$ cat src/rtl/bdhd_pkg.sv
// Package for the button debounce / hold detector.
// Holds the status encoding, register indexes, field widths and the config bundle.
// No dependencies.
package bdhd_pkg;

  localparam int unsigned TimeW   = 32;
  localparam int unsigned MsW     = 16;
  localparam int unsigned CfgIdxW = 2;
  localparam int unsigned InDataW  = 40;  // pin_level + now_ms, padded to bytes
  localparam int unsigned OutDataW = 8;   // button_status, padded to a byte

  localparam logic [CfgIdxW-1:0] CFG_DEBOUNCE = 2'd0;
  localparam logic [CfgIdxW-1:0] CFG_HOLD     = 2'd1;
  localparam logic [CfgIdxW-1:0] CFG_INVERT   = 2'd2;

  localparam logic [MsW-1:0] DebounceRst = 16'd50;
  localparam logic [MsW-1:0] HoldRst     = 16'd0;

  typedef enum logic [1:0] {
    ST_IDLE    = 2'd0,
    ST_PRESSED = 2'd1,
    ST_CHANGE  = 2'd2,
    ST_HELD    = 2'd3
  } status_e;

  typedef struct packed {
    logic [MsW-1:0] debounce_ms;
    logic [MsW-1:0] hold_ms;
  } cfg_t;

endpackage

$ cat src/rtl/bdhd_step.sv
// Next-state logic of the debounce / hold detector for one sample.
// Depends on bdhd_pkg.
module bdhd_step (
  input  bdhd_pkg::cfg_t             cfg_i,
  input  bdhd_pkg::status_e          status_i,
  input  logic [bdhd_pkg::TimeW-1:0] stamp_i,
  input  logic                       lvl_i,
  input  logic [bdhd_pkg::TimeW-1:0] now_i,
  output bdhd_pkg::status_e          status_o,
  output logic [bdhd_pkg::TimeW-1:0] stamp_o
);
  import bdhd_pkg::*;

  logic            chg_start;
  logic [TimeW-1:0] age;
  status_e         status_mid;

  always_comb begin
    chg_start  = ((status_i == ST_IDLE) && lvl_i) || ((status_i == ST_PRESSED) && !lvl_i);
    stamp_o    = chg_start ? now_i : stamp_i;
    status_mid = chg_start ? ST_CHANGE : status_i;
    // modulo 2^32 elapsed time
    age        = now_i - stamp_o;
    status_o   = status_mid;
    case (status_mid)
      ST_CHANGE: begin
        if (age > {{(TimeW-MsW){1'b0}}, cfg_i.debounce_ms}) begin
          status_o = lvl_i ? ST_PRESSED : ST_IDLE;
        end
      end
      ST_PRESSED: begin
        if (lvl_i && (age > {{(TimeW-MsW){1'b0}}, cfg_i.hold_ms}) &&
            (cfg_i.hold_ms != '0)) begin
          status_o = ST_HELD;
        end
      end
      ST_HELD: begin
        if (!lvl_i && (age > {{(TimeW-MsW){1'b0}}, cfg_i.hold_ms})) begin
          status_o = ST_IDLE;
        end
      end
      default: begin
        status_o = status_mid;
      end
    endcase
  end

endmodule

$ cat src/rtl/button_debounce_hold_detector_unit.sv
// Top level of the button debounce / hold detector.
// Depends on bdhd_pkg and bdhd_step.
//
// Usage:
//   Slave stream: one transaction per switch sample. tdata carries pin_level
//   in bit 0 and the free-running millisecond count now_ms in bits 32:1.
//   Master stream: one transaction per sample with the updated button status
//   in tdata bits 1:0 (0 idle, 1 pressed, 2 debouncing, 3 held).
//   Config port: cfg_we_i writes cfg_data_i into register cfg_idx_i
//   (0 debounce_ms, 1 hold_ms, 2 invert_level); index 3 is ignored.
//   Write config only while no sample is in flight.
// Timing:
//   A sample is captured in an input register, then one compare-and-select
//   pass updates the status and change stamp as it loads the result register.
//   Each sample passes the input register and then the result register; throughput
//   is one sample per cycle while the master side does not stall.
// Reset:
//   rst_ni clears both stages, sets status idle, stamp zero, debounce_ms 50,
//   hold_ms 0 and no inversion.
// Stall:
//   When the master side stalls, the result register holds and the input
//   register holds behind it; s_axis_tready drops only once both are full.
module button_debounce_hold_detector_unit (
  input  logic                            clk_i,
  input  logic                            rst_ni,
  // slave stream; tdata: [0] pin_level, [32:1] now_ms, [39:33] zero
  input  logic                            s_axis_tvalid,
  output logic                            s_axis_tready,
  input  logic [bdhd_pkg::InDataW-1:0]    s_axis_tdata,
  // master stream; tdata: [1:0] button_status, [7:2] zero
  output logic                            m_axis_tvalid,
  input  logic                            m_axis_tready,
  output logic [bdhd_pkg::OutDataW-1:0]   m_axis_tdata,
  // config write port
  input  logic                            cfg_we_i,
  input  logic [bdhd_pkg::CfgIdxW-1:0]    cfg_idx_i,
  input  logic [bdhd_pkg::MsW-1:0]        cfg_data_i
);
  import bdhd_pkg::*;

  cfg_t             cfg_q;
  logic             invert_q;

  logic             in_valid_q;
  logic             lvl_q;
  logic [TimeW-1:0] now_q;

  logic             out_valid_q;
  status_e          status_q, status_d;
  logic [TimeW-1:0] stamp_q, stamp_d;

  logic             out_free;
  logic             advance;

  // config registers
  always_ff @(posedge clk_i or negedge rst_ni) begin
    if (!rst_ni) begin
      cfg_q.debounce_ms <= DebounceRst;
      cfg_q.hold_ms     <= HoldRst;
      invert_q          <= 1'b0;
    end else if (cfg_we_i) begin
      case (cfg_idx_i)
        CFG_DEBOUNCE: cfg_q.debounce_ms <= cfg_data_i;
        CFG_HOLD:     cfg_q.hold_ms     <= cfg_data_i;
        CFG_INVERT:   invert_q          <= cfg_data_i[0];
        default:      ;
      endcase
    end
  end

  // result register is free when empty or being drained this cycle
  assign out_free      = !out_valid_q || m_axis_tready;
  assign advance       = in_valid_q && out_free;
  assign s_axis_tready = !in_valid_q || out_free;

  // input stage: apply inversion on capture
  always_ff @(posedge clk_i or negedge rst_ni) begin
    if (!rst_ni) begin
      in_valid_q <= 1'b0;
    end else if (s_axis_tready) begin
      in_valid_q <= s_axis_tvalid;
    end
  end

  always_ff @(posedge clk_i) begin
    if (s_axis_tready && s_axis_tvalid) begin
      lvl_q <= s_axis_tdata[0] ^ invert_q;
      now_q <= s_axis_tdata[TimeW:1];
    end
  end

  bdhd_step u_step (
    .cfg_i    (cfg_q),
    .status_i (status_q),
    .stamp_i  (stamp_q),
    .lvl_i    (lvl_q),
    .now_i    (now_q),
    .status_o (status_d),
    .stamp_o  (stamp_d)
  );

  // state and result register: the status register is the result payload
  always_ff @(posedge clk_i or negedge rst_ni) begin
    if (!rst_ni) begin
      out_valid_q <= 1'b0;
      status_q    <= ST_IDLE;
      stamp_q     <= '0;
    end else begin
      if (out_free) begin
        out_valid_q <= in_valid_q;
      end
      if (advance) begin
        status_q <= status_d;
        stamp_q  <= stamp_d;
      end
    end
  end

  assign m_axis_tvalid = out_valid_q;
  assign m_axis_tdata  = {{(OutDataW-2){1'b0}}, status_q};

`ifndef SYNTHESIS
  // idle never jumps straight to held
  a_no_idle_to_held: assert property (@(posedge clk_i) disable iff (!rst_ni)
    (advance && status_q == ST_IDLE) |=> status_q != ST_HELD)
    else $error("idle went directly to held");

  // hold disabled keeps pressed out of held
  a_hold_disabled: assert property (@(posedge clk_i) disable iff (!rst_ni)
    (advance && status_q == ST_PRESSED && cfg_q.hold_ms == '0) |=> status_q != ST_HELD)
    else $error("held entered with hold disabled");

  // a new stamp always comes with the debouncing status
  a_stamp_change: assert property (@(posedge clk_i) disable iff (!rst_ni)
    (advance && stamp_d != stamp_q) |=> status_q == ST_CHANGE)
    else $error("stamp moved without starting a debounce");

  // state only moves when a sample is processed
  a_state_hold: assert property (@(posedge clk_i) disable iff (!rst_ni)
    !advance |=> $stable(status_q) && $stable(stamp_q))
    else $error("state changed without a sample");
`endif

endmodule
$ cat config.mk
export PLATFORM = sky130hd
export DESIGN_NAME = button_debounce_hold_detector_unit
export DESIGN_NICKNAME = d
export VERILOG_FILES = /design/src/rtl/bdhd_pkg.sv /design/src/rtl/bdhd_step.sv /design/src/rtl/button_debounce_hold_detector_unit.sv
export SDC_FILE = /design/constraint.sdc
export NUM_CORES = 1
export LEC_CHECK = 0
export BUFFER_PORTS_ARGS = -buffer_cell sky130_fd_sc_hd__buf_2
export CORE_MARGIN = 4
export CORE_UTILIZATION = 25
export DETAILED_ROUTE_END_ITERATION = 8
export PLACE_DENSITY_LB_ADDON = 0.05
export SLEW_MARGIN = 20
export SYNTH_ARGS = -nofsm -noshare
export SYNTH_HDL_FRONTEND = slang
export SYNTH_SLANG_ARGS = --single-unit
$ cat constraint.sdc
create_clock -name clk_i -period 4.8 [get_ports clk_i]
set_input_delay 0.48 -clock clk_i [delete_from_list [all_inputs] [get_ports clk_i]]
set_output_delay 0.48 -clock clk_i [all_outputs]
set_load 0.005 [all_outputs]
* Yosys cells after proc, flatten, opt, wreduce, memory -nomap -nowiden
Index checks and enable logic that the tools add are counted.
** Word-level totals
- Output and inout bits :: 10
- Logic and storage cells :: 45
- Input port bits :: 63
- Register bits :: 102
** Operators by class
- Equality and inequality tests :: 6
- Bitwise logic cells :: 1
- Magnitude comparators :: 2
- Reduce and logical (&&, ||, !) cells :: 19
- Mux-type cells :: 7
- Add/sub/neg operators :: 1
** Operator list (number)
- 32-bit by 16-bit > comparator with 1-bit output :: 2
- 32-bit 2-to-1 mux :: 1
- 32-bit subtractor :: 1
- 16-bit nonzero test :: 1
- 2-bit 2-to-1 mux :: 4
- 1-bit logical AND :: 7
- 2-bit by 1-bit equality test with 1-bit output (second input constant) :: 3
- 2-bit equality test (second input constant) :: 3
- 2-bit case mux with 3 select lines :: 1
- 2-bit AND reduction :: 3
- 2-bit zero test :: 2
- 1-bit zero test :: 3
- 1-bit logical OR :: 3
- 1-bit 2-to-1 mux :: 1
- 1-bit XOR :: 1

* Logic depth before layout (Yosys ltp)
Gate-level depths: netlist of the first run.
- Depth after elaboration :: 10
- Gate-level depth with buffers :: 30
- Depth with buffers taken out :: 27

* Hierarchy
A second synthesis of the first run with hierarchy kept.
** Second synthesis, totals
- Cells, all modules :: 896
- Area, all modules :: 8294.2 um2
** By module, submodules not included
- bdhd_step :: sequential area each 0.0 um2, cells an instance 705, area an instance 4644.5 um2, instances 1
- button_debounce_hold_detector_unit :: sequential area each 2721.4 um2, cells an instance 191, area an instance 3649.8 um2, instances 1

* Least setup slack after synthesis of the first run
OpenSTA, ideal clock, no wires.
- Path type :: reg2reg
- Start :: reg status_q[0]
- End :: reg status_q[1]
- Slack :: -0.448 ns
- Cell stages (with the launch flop) :: 28
- Library setup time :: 0.066 ns
- Data arrival time :: 5.182 ns
- Buffers on the path :: 2
- Cells stage by stage :: dfrtp_1 -> xor2_1 -> nand2_2 -> buf_2 -> buf_1 -> o21ai_0 -> ha_1 -> inv_1 -> ha_1 -> a2111oi_0 -> a311oi_2 -> nand2_1 -> nor2_1 -> nor2_1 -> o21bai_1 -> a311o_1 -> ha_1 -> a21o_1 -> a21o_1 -> a21oi_1 -> nor2b_1 -> o21ai_0 -> nand2_1 -> o221ai_1 -> a21oi_1 -> or4_1 -> a31oi_1 -> o31a_1
** On the way
- Longest elaborated chain between the ends :: 10
** RTL lines
- start: declaration :: RTL line button_debounce_hold_detector_unit.sv:49 : status_e status_q, status_d;
- start signal: assignment :: RTL line button_debounce_hold_detector_unit.sv:113 : status_q <= status_d;
- 2-bit by 1-bit equality test with 1-bit output / 2-bit zero test (equally long branches) :: RTL line bdhd_step.sv:19 : chg_start = ((status_i == ST_IDLE) && lvl_i) || ((status_i == ST_PRESSED) && !lvl_i);
- 1-bit logical AND :: RTL line bdhd_step.sv:19
- 1-bit logical OR (*) :: RTL line bdhd_step.sv:19
- 32-bit 2-to-1 mux (*) :: RTL line bdhd_step.sv:20 : stamp_o = chg_start ? now_i : stamp_i;
- named net stamp_d[0] :: RTL line button_debounce_hold_detector_unit.sv:50 : logic [TimeW-1:0] stamp_q, stamp_d;
- 32-bit subtractor (*) :: RTL line bdhd_step.sv:23 : age = now_i - stamp_o;
- 32-bit by 16-bit > comparator with 1-bit output :: RTL line bdhd_step.sv:32, bdhd_step.sv:38
- 1-bit logical AND (2 in series) :: RTL line bdhd_step.sv:32 : if (lvl_i && (age > {{(TimeW-MsW){1'b0}}, cfg_i.hold_ms}) &&
- 2-bit 2-to-1 mux :: RTL line bdhd_step.sv:32
- 2-bit case mux with 3 select lines (*) :: RTL line bdhd_step.sv:25 : case (status_mid)
The timed path passes the listed nets; every way through them passes the cells marked *.
A chain may end at the register's enable or synchronous reset.

* Worst setup path after layout of the first run
Same ends and word-level chain as after synthesis.

==> flow_metrics.tcl, run 1 <==
set metrics [dict create \
    status "finished, final reports clean" \
    hp-class "in2async" \
    synthTopCellsByCount "69 x nand2_1, 66 x dfrtp_1, 60 x inv_1" \
    cp_data_required_time_ps 5090 \
    crit_fanout 5 \
    yosysMostFrequentCell "nand2_1" \
    synth_edf_count 33 \
    grt_overflow 0 \
    ys_seq_elements 102 \
    dp_hpwl_um 18650 \
    grt_setup_unrepaired "true" \
    synth_area_leaders "dfrtp_1 22%, edfxtp_1 13%, ha_1 8.9%, mux2_2 6.7%, nand2_1 3.5%" \
    cts_max_path_buffers 2 \
    path_buf_inv 1 \
    netlist-cell-type-count 76 \
    synthesis.instances 789 \
    worst_slew_pin_slew_ps 953.0 \
    hold_violations 0 \
    first_pass_iters 5 \
    gp_congestion 0.8861 \
    leakagePower_nw 3.952 \
    cp.arrival_ps 4980 \
    layout_min_cycle_time_ps 4692 \
    io_pins 73 \
    routed_wl_um 23530 \
    drive_gt1_share_pct 28.27 \
    fin_cells 1325 \
    fill_cells 3078 \
    grt_max_degree 70 \
    grt_antenna_before_repair 0 \
    vias 6489 \
    path_delay_family "compound AO/OA/AOI/OAI gates" \
    cp-start-kind "register" \
    synth_top_cell_by_area "dfrtp_1" \
    die-area_um2 32570 \
    numCtsBuffers 9 \
    grt_use_total_pct 14.54 \
    yosys.area.top_type_share_pct 22.21 \
    fin_crit_sh_pct 97.75 \
    place_area_um2 8879 \
    drtIter0Drc 358 \
    slew_headroom_pct 36.47 \
    p_int_mw 3.613 \
    initial_core_util_pct 25.63 \
    cp_slowest_cell "or4_1" \
    fmax_ghz 0.2131 \
    peakVddDrop_mv 0.2314 \
    clkPwrFrac_pct 11.9 \
    grt_pass1_vias 6596 \
    place_inst 1300 \
    ys_warn_count 0 \
    p_per_area_nw_per_um2 711.4 \
    rows 62 \
    avgSynthCellArea_um2 9.426 \
    maxCapViolations 0 \
    die_w_um 180.5 \
    crit_type "reg2reg" \
    cts_root_buffer "clkbuf_16" \
    tns_ps 0 \
    clkTransAtPathRegs_ps 70 \
    synth_ff_type "dfrtp_1" \
    max_stage_delay_ps 520 \
    seq_power_share_pct 19.2 \
    cp_common_cell "a21oi_2" \
    portBuffers 59 \
    async_flop_share_pct 67.65 \
    clock_sinks 102 \
    vias_per_cell 4.897 \
    ant_nets 0 \
    skew_ps 13.79 \
    crit_path_end_kind "register" \
    htree_levels 3 \
    grt_pass1_wl_um 37720 \
    diodes 0 \
    swShare_pct 45.65 \
    netSwitchingPower_mw 3.034 \
    nets 1052 \
    seq_area_frac_synth_pct 36.59 \
    setup_violations 0 \
    routedWlPerCell_um 17.76 \
    clk_latency_ps 370 \
    cts_tree "done" \
    fp.coreArea_um2 29010 \
    syn_area_um2 7437 \
    final_max_slew_viol_count 0 \
    final_util_pct 32.21 \
    stdcell_area_um2 9344 \
    area_delta_synth_final_pct 25.64 \
    drc 0 \
    p_comb_share_pct 68.9 \
    die_h_um 180.5 \
]
routing by layer:
layer	track usage, %	vias to the layer above	part of all wire [%]
li1	-	3236	-
met1	21.08	3084	50
met2	22.71	141	45
met3	2.503	28	3.9
met4	3.267	0	1.7
met5	0	-	0
sequential cells by signal, summed over array words and instances (netlist names):
register	flops
m_axis_tvalid	1
lvl_q	1
now_q	32
stamp_q	32
cfg_q	32
invert_q	1
in_valid_q	1
status_q	2
kinds of logic after synthesis:
| family | share of synthesized area (%) |
|---|---|
| multiplexers | 9.489 |
| adder cells (fa/ha/maj) | 10.13 |
| XOR/XNOR | 3.045 |
| AND/OR/NAND/NOR | 15.26 |
| other | 0.05042 |
| flip-flops | 36.59 |
| AO/OA/AOI/OAI | 20.59 |
| buffers and inverters | 4.845 |
power by group through the flow:
stage | logic [mW] | registers, mW | clock network (mW)
after floorplan | 2.76 | 1.25 | 0
after global placement | 4.40 | 1.29 | 0
after detailed placement | 4.42 | 1.30 | 0
after CTS | 4.45 | 1.28 | 0.828
after global routing | 5.13 | 1.31 | 0.864
final | 4.58 | 1.28 | 0.788
placed cells by master (no fill, tap or decap), types with 4 or more instances in the layout:
master / n
buf_4: 101
nand2_1: 68
dfrtp_1: 65
inv_1: 59
buf_2: 58
ha_1: 50
o21ai_0: 47
mux2_2: 44
a21oi_1: 35
edfxtp_1: 33
nor2_1: 31
mux2i_1: 21
nand4_1: 21
a21o_1: 19
nor3_1: 16
o21a_1: 15
xnor2_1: 14
nand2b_1: 13
a31oi_1: 13
nand3_1: 11
clkbuf_16: 11
nor2b_1: 10
o211ai_1: 10
nor4_1: 10
xor2_1: 9
maj3_1: 9
a211oi_1: 9
or4_1: 7
conb_1: 6
o31ai_1: 5
or2_2: 4
a41oi_1: 4
o31a_1: 4
or3_1: 4
layout make-up:
| type | instances | area, um^2 | area share (%) |
|---|---|---|---|
| Multi-Input combinational cell | 603 | 4526 | 48.43 |
| Sequential cell | 102 | 2723 | 29.14 |
| Tap cell | 384 | 480.5 | 5.142 |
| Timing Repair Buffer | 160 | 1076 | 11.52 |
| Clock buffer | 12 | 279.0 | 2.986 |
| Inverter | 60 | 227.7 | 2.437 |
| Clock inverter | 4 | 32.53 | 0.3482 |
worst reg2reg max path, stage by stage (launching register included):
cell and delay [ps]:
dfrtp_2 440, xor2_2 190, nand2_2 110, nand2_2 70, o21ai_2 50, ha_2 190, inv_4 80, ha_4 210
nor4_4 70, o31ai_2 280, nand2_1 130, nor2_2 160, nor2_2 60, a21oi_2 100, nor3_1 50, a311o_1 410
ha_2 210, a21o_1 150, a21o_1 160, a21oi_2 130, nor2b_1 60, o21ai_1 120, nand2_1 100, o221ai_2 190
a21oi_2 70, or4_1 520, a31oi_1 150, o31a_1 170
path summary, 6_finish.rpt:
path | from | to | slack [ps] | cells after the start
min | rst_ni | cfg_q[3] | 270 | 1
max reg2reg | status_q[0] | status_q[1] | 110 | 27
min reg2reg | stamp_q[12] | stamp_q[12] | 510 | 1
max in group asynchronous | rst_ni | status_q[0] | 3880 | 1
max | status_q[0] | status_q[1] | 110 | 27
min in group clk_i | s_axis_tdata[3] | now_q[2] | 280 | 1
through the flow:
stage / hold WS, ps / worst slack, ps / total power, mW
after global routing: 267.2 / -240.5 / 7.309
after CTS: 267.7 / 2.506 / 6.561
after detailed placement: 495.1 / 42.68 / 5.715
final: 270.7 / 108.1 / 6.647
after floorplan: 184.4 / 12.62 / 4.015
after global placement: 491.4 / 154.6 / 5.695
timing repair:
| action | in CTS | in global routing |
|---|---|---|
| buffers inserted | 0 | 9 |
| resized for setup | 0 | 20 |
| hold buffers | 0 | 0 |
| endpoints found under the setup margin | 0 | 2 |
No activity file was read; power rests on OpenSTA's default activity.
==> run 2: changes to the inputs <==
- clock period: 4.8 -> 5 ns (I/O delays scaled with it)
==> run 2 against run 1 <==
Power down 8.6%. Worst setup slack better by 110 ps. Count of clock-buffer cells in the layout unchanged. First-iteration DRC count up 2.8%. Sequential power down 4%. Routed wire length up 1.0%. Worst hold slack worse by 180 ps. Sequential share of layout area up 1.1 points. Cell count down 3.0%. Maximum frequency down 1.9%. Clock power down 2.9%. Sequential cell count unchanged. Largest power group unchanged. Highest routed layer unchanged.
==> flow_metrics.tcl, run 2 (synthesized netlist as in run 1, its figures left out) <==
set metrics [dict create \
    portBuffers 59 \
    cp.arrival_ps 5080 \
    layout_common_cells "69 x nand2_1, 66 x dfrtp_1, 59 x inv_1, 59 x buf_4, 58 x buf_2" \
    hold_violations 0 \
    die_h_um 180.5 \
    routed_wl_um 23770 \
    clkPwrFrac_pct 12.6 \
    p_per_area_nw_per_um2 675.1 \
    grt_antenna_before_repair 0 \
    netSwitchingPower_mw 2.826 \
    vias 6378 \
    gp_congestion 0.8384 \
    status "finished, final reports clean" \
    skew_ps 12.26 \
    cts_max_path_buffers 2 \
    cts_tree "done" \
    clk_latency_ps 360 \
    dp_hpwl_um 18870 \
    p_int_mw 3.252 \
    die-area_um2 32570 \
    layout_commonest_cell "nand2_1" \
    clkTransAtPathRegs_ps 80 \
    peakVddDrop_mv 0.1999 \
    die_w_um 180.5 \
    routedWlPerCell_um 18.50 \
    regArea_um2 2721 \
    layout_min_cycle_time_ps 4784 \
    crit_type "reg2reg" \
    grt_overflow 0 \
    stdcell_area_um2 9002 \
    multi_input_area_um2 4462 \
    drive_gt1_share_pct 23.97 \
    diodes 0 \
    leakagePower_nw 3.759 \
    path_buf_inv 2 \
    place_area_um2 8598 \
    hp-class "in2async" \
    grt_max_degree 70 \
    use_met1_pct 21.06 \
    crit_start "lvl_q" \
    grt_pass1_vias 6506 \
    maxCapViolations 0 \
    p_comb_share_pct 67.3 \
    cp_data_required_time_ps 5300 \
    slew_headroom_pct 33.65 \
    swShare_pct 46.50 \
    path_delay_family "compound AO/OA/AOI/OAI gates" \
    use_met2_pct 23.15 \
    cp_cell_sequence "buf_4 > xnor2_2 > nor2_4 > buf_12 > mux2i_1 > ha_1 > a21oi_1 > o21a_1 > o21a_1 > o21ai_0 > a2111oi_0 > o32ai_1 > a2111o_1 > nand4b_1 > or4_1 > a31oi_1 > o31a_1" \
    grt_pass1_wl_um 37370 \
    reg.largest.list "cfg_q x32, now_q x32, stamp_q x32" \
    area_delta_synth_final_pct 21.05 \
    r2r-start "lvl_q" \
    fill_cells 3089 \
    first_pass_iters 5 \
    p_total_mw 6.078 \
    numCtsBuffers 9 \
    final_util_pct 31.03 \
    fmax_ghz 0.2090 \
    initial_core_util_pct 25.63 \
    ant_nets 0 \
    io_pins 73 \
    grt.busiest_layer "met2" \
    seq_power_share_pct 20.2 \
    rows 62 \
    cp-start-kind "register" \
    crit_fanout 10 \
    holdBufCountCts 0 \
    crit_path_end_kind "register" \
    drc 0 \
    cts_root_buffer "clkbuf_16" \
    drtIter0Drc 368 \
    nets 1012 \
    setup_violations 0 \
    htree_levels 3 \
    cp_common_cell "o21a_1" \
    final_max_slew_viol_count 0 \
    vias_per_cell 4.963 \
    use_met3_pct 1.918 \
    worst_slew_pin_slew_ps 995.2 \
    fin_crit_sh_pct 95.68 \
    grt_use_total_pct 14.50 \
    max_stage_delay_ps 520 \
    cp_slowest_cell "or4_1" \
    fp.coreArea_um2 29010 \
    hold_ws_ps 90.59 \
    clock_sinks 102 \
]
[run 2: cell types whose count changed in the layout (fill, tap and decap cells not counted), sizes merged]
cell and delta:
inv -2, buf -40, bufinv +1, clkinv +1
[run 2: power groups by stage]
stage / logic [mW] / registers [mW] / clock network [mW]
2_1_floorplan: 2.63 / 1.20 / 0
3_3_place_gp: 4.00 / 1.24 / 0
3_5_place_dp: 4.01 / 1.25 / 0
4_1_cts: 4.04 / 1.23 / 0.807
5_1_grt: 4.56 / 1.26 / 0.831
6_report: 4.09 / 1.23 / 0.765
[run 2: layer usage]
metal	wire [um]	vias up
met5	0	-
met4	240	0
met3	655	16
met2	10720	122
met1	12160	3089
li1	-	3151
[run 2: per-stage QoR]
step	instances	TNS (ps)	setup WS, ps
after floorplan	794	0	17.21
after global placement	1263	0	160.5
after detailed placement	1264	0	86.40
after CTS	1280	0	30.12
after global routing	1285	-35.85	-35.85
final	1285	0	216.2
[run 2: path summary, 6_finish.rpt]
path	to	slack (ps)	depth (start not counted)
max	status_q[1]	220	17
min	cfg_q[18]	90	1
max reg2reg	status_q[1]	220	17
min reg2reg	stamp_q[12]	510	1
max in group asynchronous	cfg_q[21]	4270	2
min in group clk_i	now_q[1]	310	1
[run 2: timing repair]
| item | CTS | global route |
|---|---|---|
| endpoints found under the setup margin | 0 | 2 |
| setup buffers | 0 | 4 |
| gates resized for setup | 0 | 15 |
[run 2: final cells by class]
cell class | instances | area share, %
multi-input cells | 603 | 49.56
repair buffers | 120 | 8.895
flip-flops and latches | 102 | 30.23
well taps | 384 | 5.337
clock inverters | 4 | 0.5976
inverters | 60 | 2.530
clock buffers | 12 | 2.849
==> run 3: changes to the inputs <==
- CORE_UTILIZATION: 25 -> 60
==> run 3 against run 2 <==
Non-clock buffer count decreased by 29. Cell count down 19%. Sequential cell count is the same. Clock skew fell by 3.5 ps. Global-route usage increased by 14 points. Maximum frequency shrank 1.1%. Worst hold slack better by 220 ps. First-iteration DRC count rose by 88%. Die area decreased by 56%. Critical endpoint unchanged.
==> flow_metrics.tcl, run 3 (synthesized netlist as in run 1, its figures left out) <==
set metrics [dict create \
    status "finished, final reports clean" \
    drc 0 \
    hold_violations 0 \
    grt_pass1_wl_um 32370 \
    leakagePower_nw 3.598 \
    cts_tree "done" \
    layout_min_cycle_time_ps 4839 \
    reg2reg_depth 19 \
    die_h_um 119.3 \
    peakVddDrop_mv 0.3769 \
    grt_use_total_pct 28.45 \
    die-area_um2 14240 \
    place_area_um2 8066 \
    routed_wl_um 19900 \
    skew_ps 8.783 \
    dr_wl_met2_um 9254 \
    grt_max_degree 70 \
    clk_latency_ps 360 \
    nets 983 \
    stdcell_area_um2 8463 \
    drtIter0Drc 690 \
    ant_nets 0 \
    numCtsBuffers 9 \
    p_per_area_nw_per_um2 678.5 \
    worst_slew_pin_slew_ps 919.8 \
    fin_cells 1040 \
    cts_max_path_buffers 2 \
    crit_path_end_kind "register" \
    htree_levels 3 \
    clock_sinks 102 \
    crit_fanout 6 \
    grt_antenna_before_repair 0 \
    layout_common_cells "69 x nand2_1, 66 x dfrtp_1, 59 x inv_1, 59 x buf_2, 51 x ha_1" \
    hp-class "in2reg" \
    place_inst 1017 \
    wl_met1_um 8963 \
    clkTransAtPathRegs_ps 70 \
    wl_met3_um 1305 \
    die_w_um 119.3 \
    initial_core_util_pct 61.66 \
    regToRegEndpoint "status_q[1]" \
    first_pass_iters 5 \
    setup_violations 0 \
    grt_pass1_vias 6410 \
    layout_commonest_cell "nand2_1" \
    drive_gt1_share_pct 20.87 \
    portBuffers 59 \
    holdBufCountCts 0 \
    r2r-start "lvl_q" \
    fin_crit_sh_pct 96.77 \
    cp.arrival_ps 5090 \
    fp.coreArea_um2 12060 \
    vias 6577 \
    setup_ws_ps 161.3 \
    fill_cells 908 \
    area_delta_synth_final_pct 13.80 \
    diodes 0 \
    grt_overflow 0 \
    slew_headroom_pct 38.49 \
    maxCapViolations 0 \
    reg.largest.list "cfg_q x32, now_q x32, stamp_q x32" \
    io_pins 73 \
    top_layer "met4" \
    critical_path.endpoint "status_q[1]" \
    rows 40 \
    cts_root_buffer "clkbuf_16" \
    crit_type "reg2reg" \
    gp_congestion 0.9395 \
    fmax_ghz 0.2067 \
    vias_per_cell 6.324 \
    dp_hpwl_um 14970 \
    crit_start "lvl_q" \
    routedWlPerCell_um 19.14 \
    final_util_pct 70.17 \
    place_ws_ps 66.18 \
    rrSetupSlack_ps 160 \
    tns_ps 0 \
    cp_data_required_time_ps 5250 \
    cp-start-kind "register" \
    final_max_slew_viol_count 0 \
]
==> run 3: stage by stage <==
stage | hold slack (ps) | power (mW)
6_report | 310.4 | 5.742
3_5_place_dp | 494.7 | 4.827
2_1_floorplan | 204.4 | 3.828
5_1_grt | 300.5 | 6.197
3_3_place_gp | 488.3 | 4.746
4_1_cts | 297.5 | 5.587
==> run 3: worst min-delay path by stage <==
stage	depth (start not counted)	to	slack, ps	start
6_report	1	now_q[20]	310	s_axis_tdata[21]
5_1_grt	1	now_q[18]	300	s_axis_tdata[19]
4_1_cts	1	now_q[20]	300	s_axis_tdata[21]
3_5_place_dp	1	stamp_q[25]	490	stamp_q[25]
3_3_place_gp	1	stamp_q[15]	490	stamp_q[15]
2_1_floorplan	0	cfg_q[0]	200	rst_ni
==> run 3: worst max-delay path, stage by stage, from the launching register on <==
cell and delay (ps):
edfxtp_1 440, buf_4 160, buf_4 140, xnor2_2 160
nor2_4 270, mux2i_1 260, ha_1 330, a21o_1 220
a21oi_1 160, o41ai_1 130, a41oi_1 230, o21ai_1 160
xor2_1 230, ha_1 330, nand4_1 110, or2_2 330
o31ai_1 450, and3_1 230, a211oi_1 70, o31a_1 290
==> run 3: repair_timing <==
action / 4_1_cts / 5_1_grt
gates resized for setup: 0 / 12
buffers inserted: 0 / 7
setup endpoints to repair: 0 / 1
==> run 3: cell type report <==
class,instances,area [um^2],share of cell area [%]
Timing Repair Buffer,91,548.0,6.475
Clock inverter,6,70.07,0.8279
Tap cell,168,210.2,2.484
Inverter,60,227.7,2.691
Clock buffer,10,229.0,2.706
Multi-Input combinational cell,603,4457,52.66
Sequential cell,102,2721,32.16
==> run 3: per-layer routing <==
layer,up-vias,track usage (%)
li1,3099,-
met1,3185,38.84
met2,262,46.59
met3,31,4.843
met4,0,8.518
met5,-,0
==> run 3: report_power, final <==
group          leakage, nW  internal [mW]  switching [mW]
clock                0.143          0.393           0.323
sequential            1.14           1.07           0.156
combinational         2.32           1.58            2.22
total                 3.60           3.04            2.70
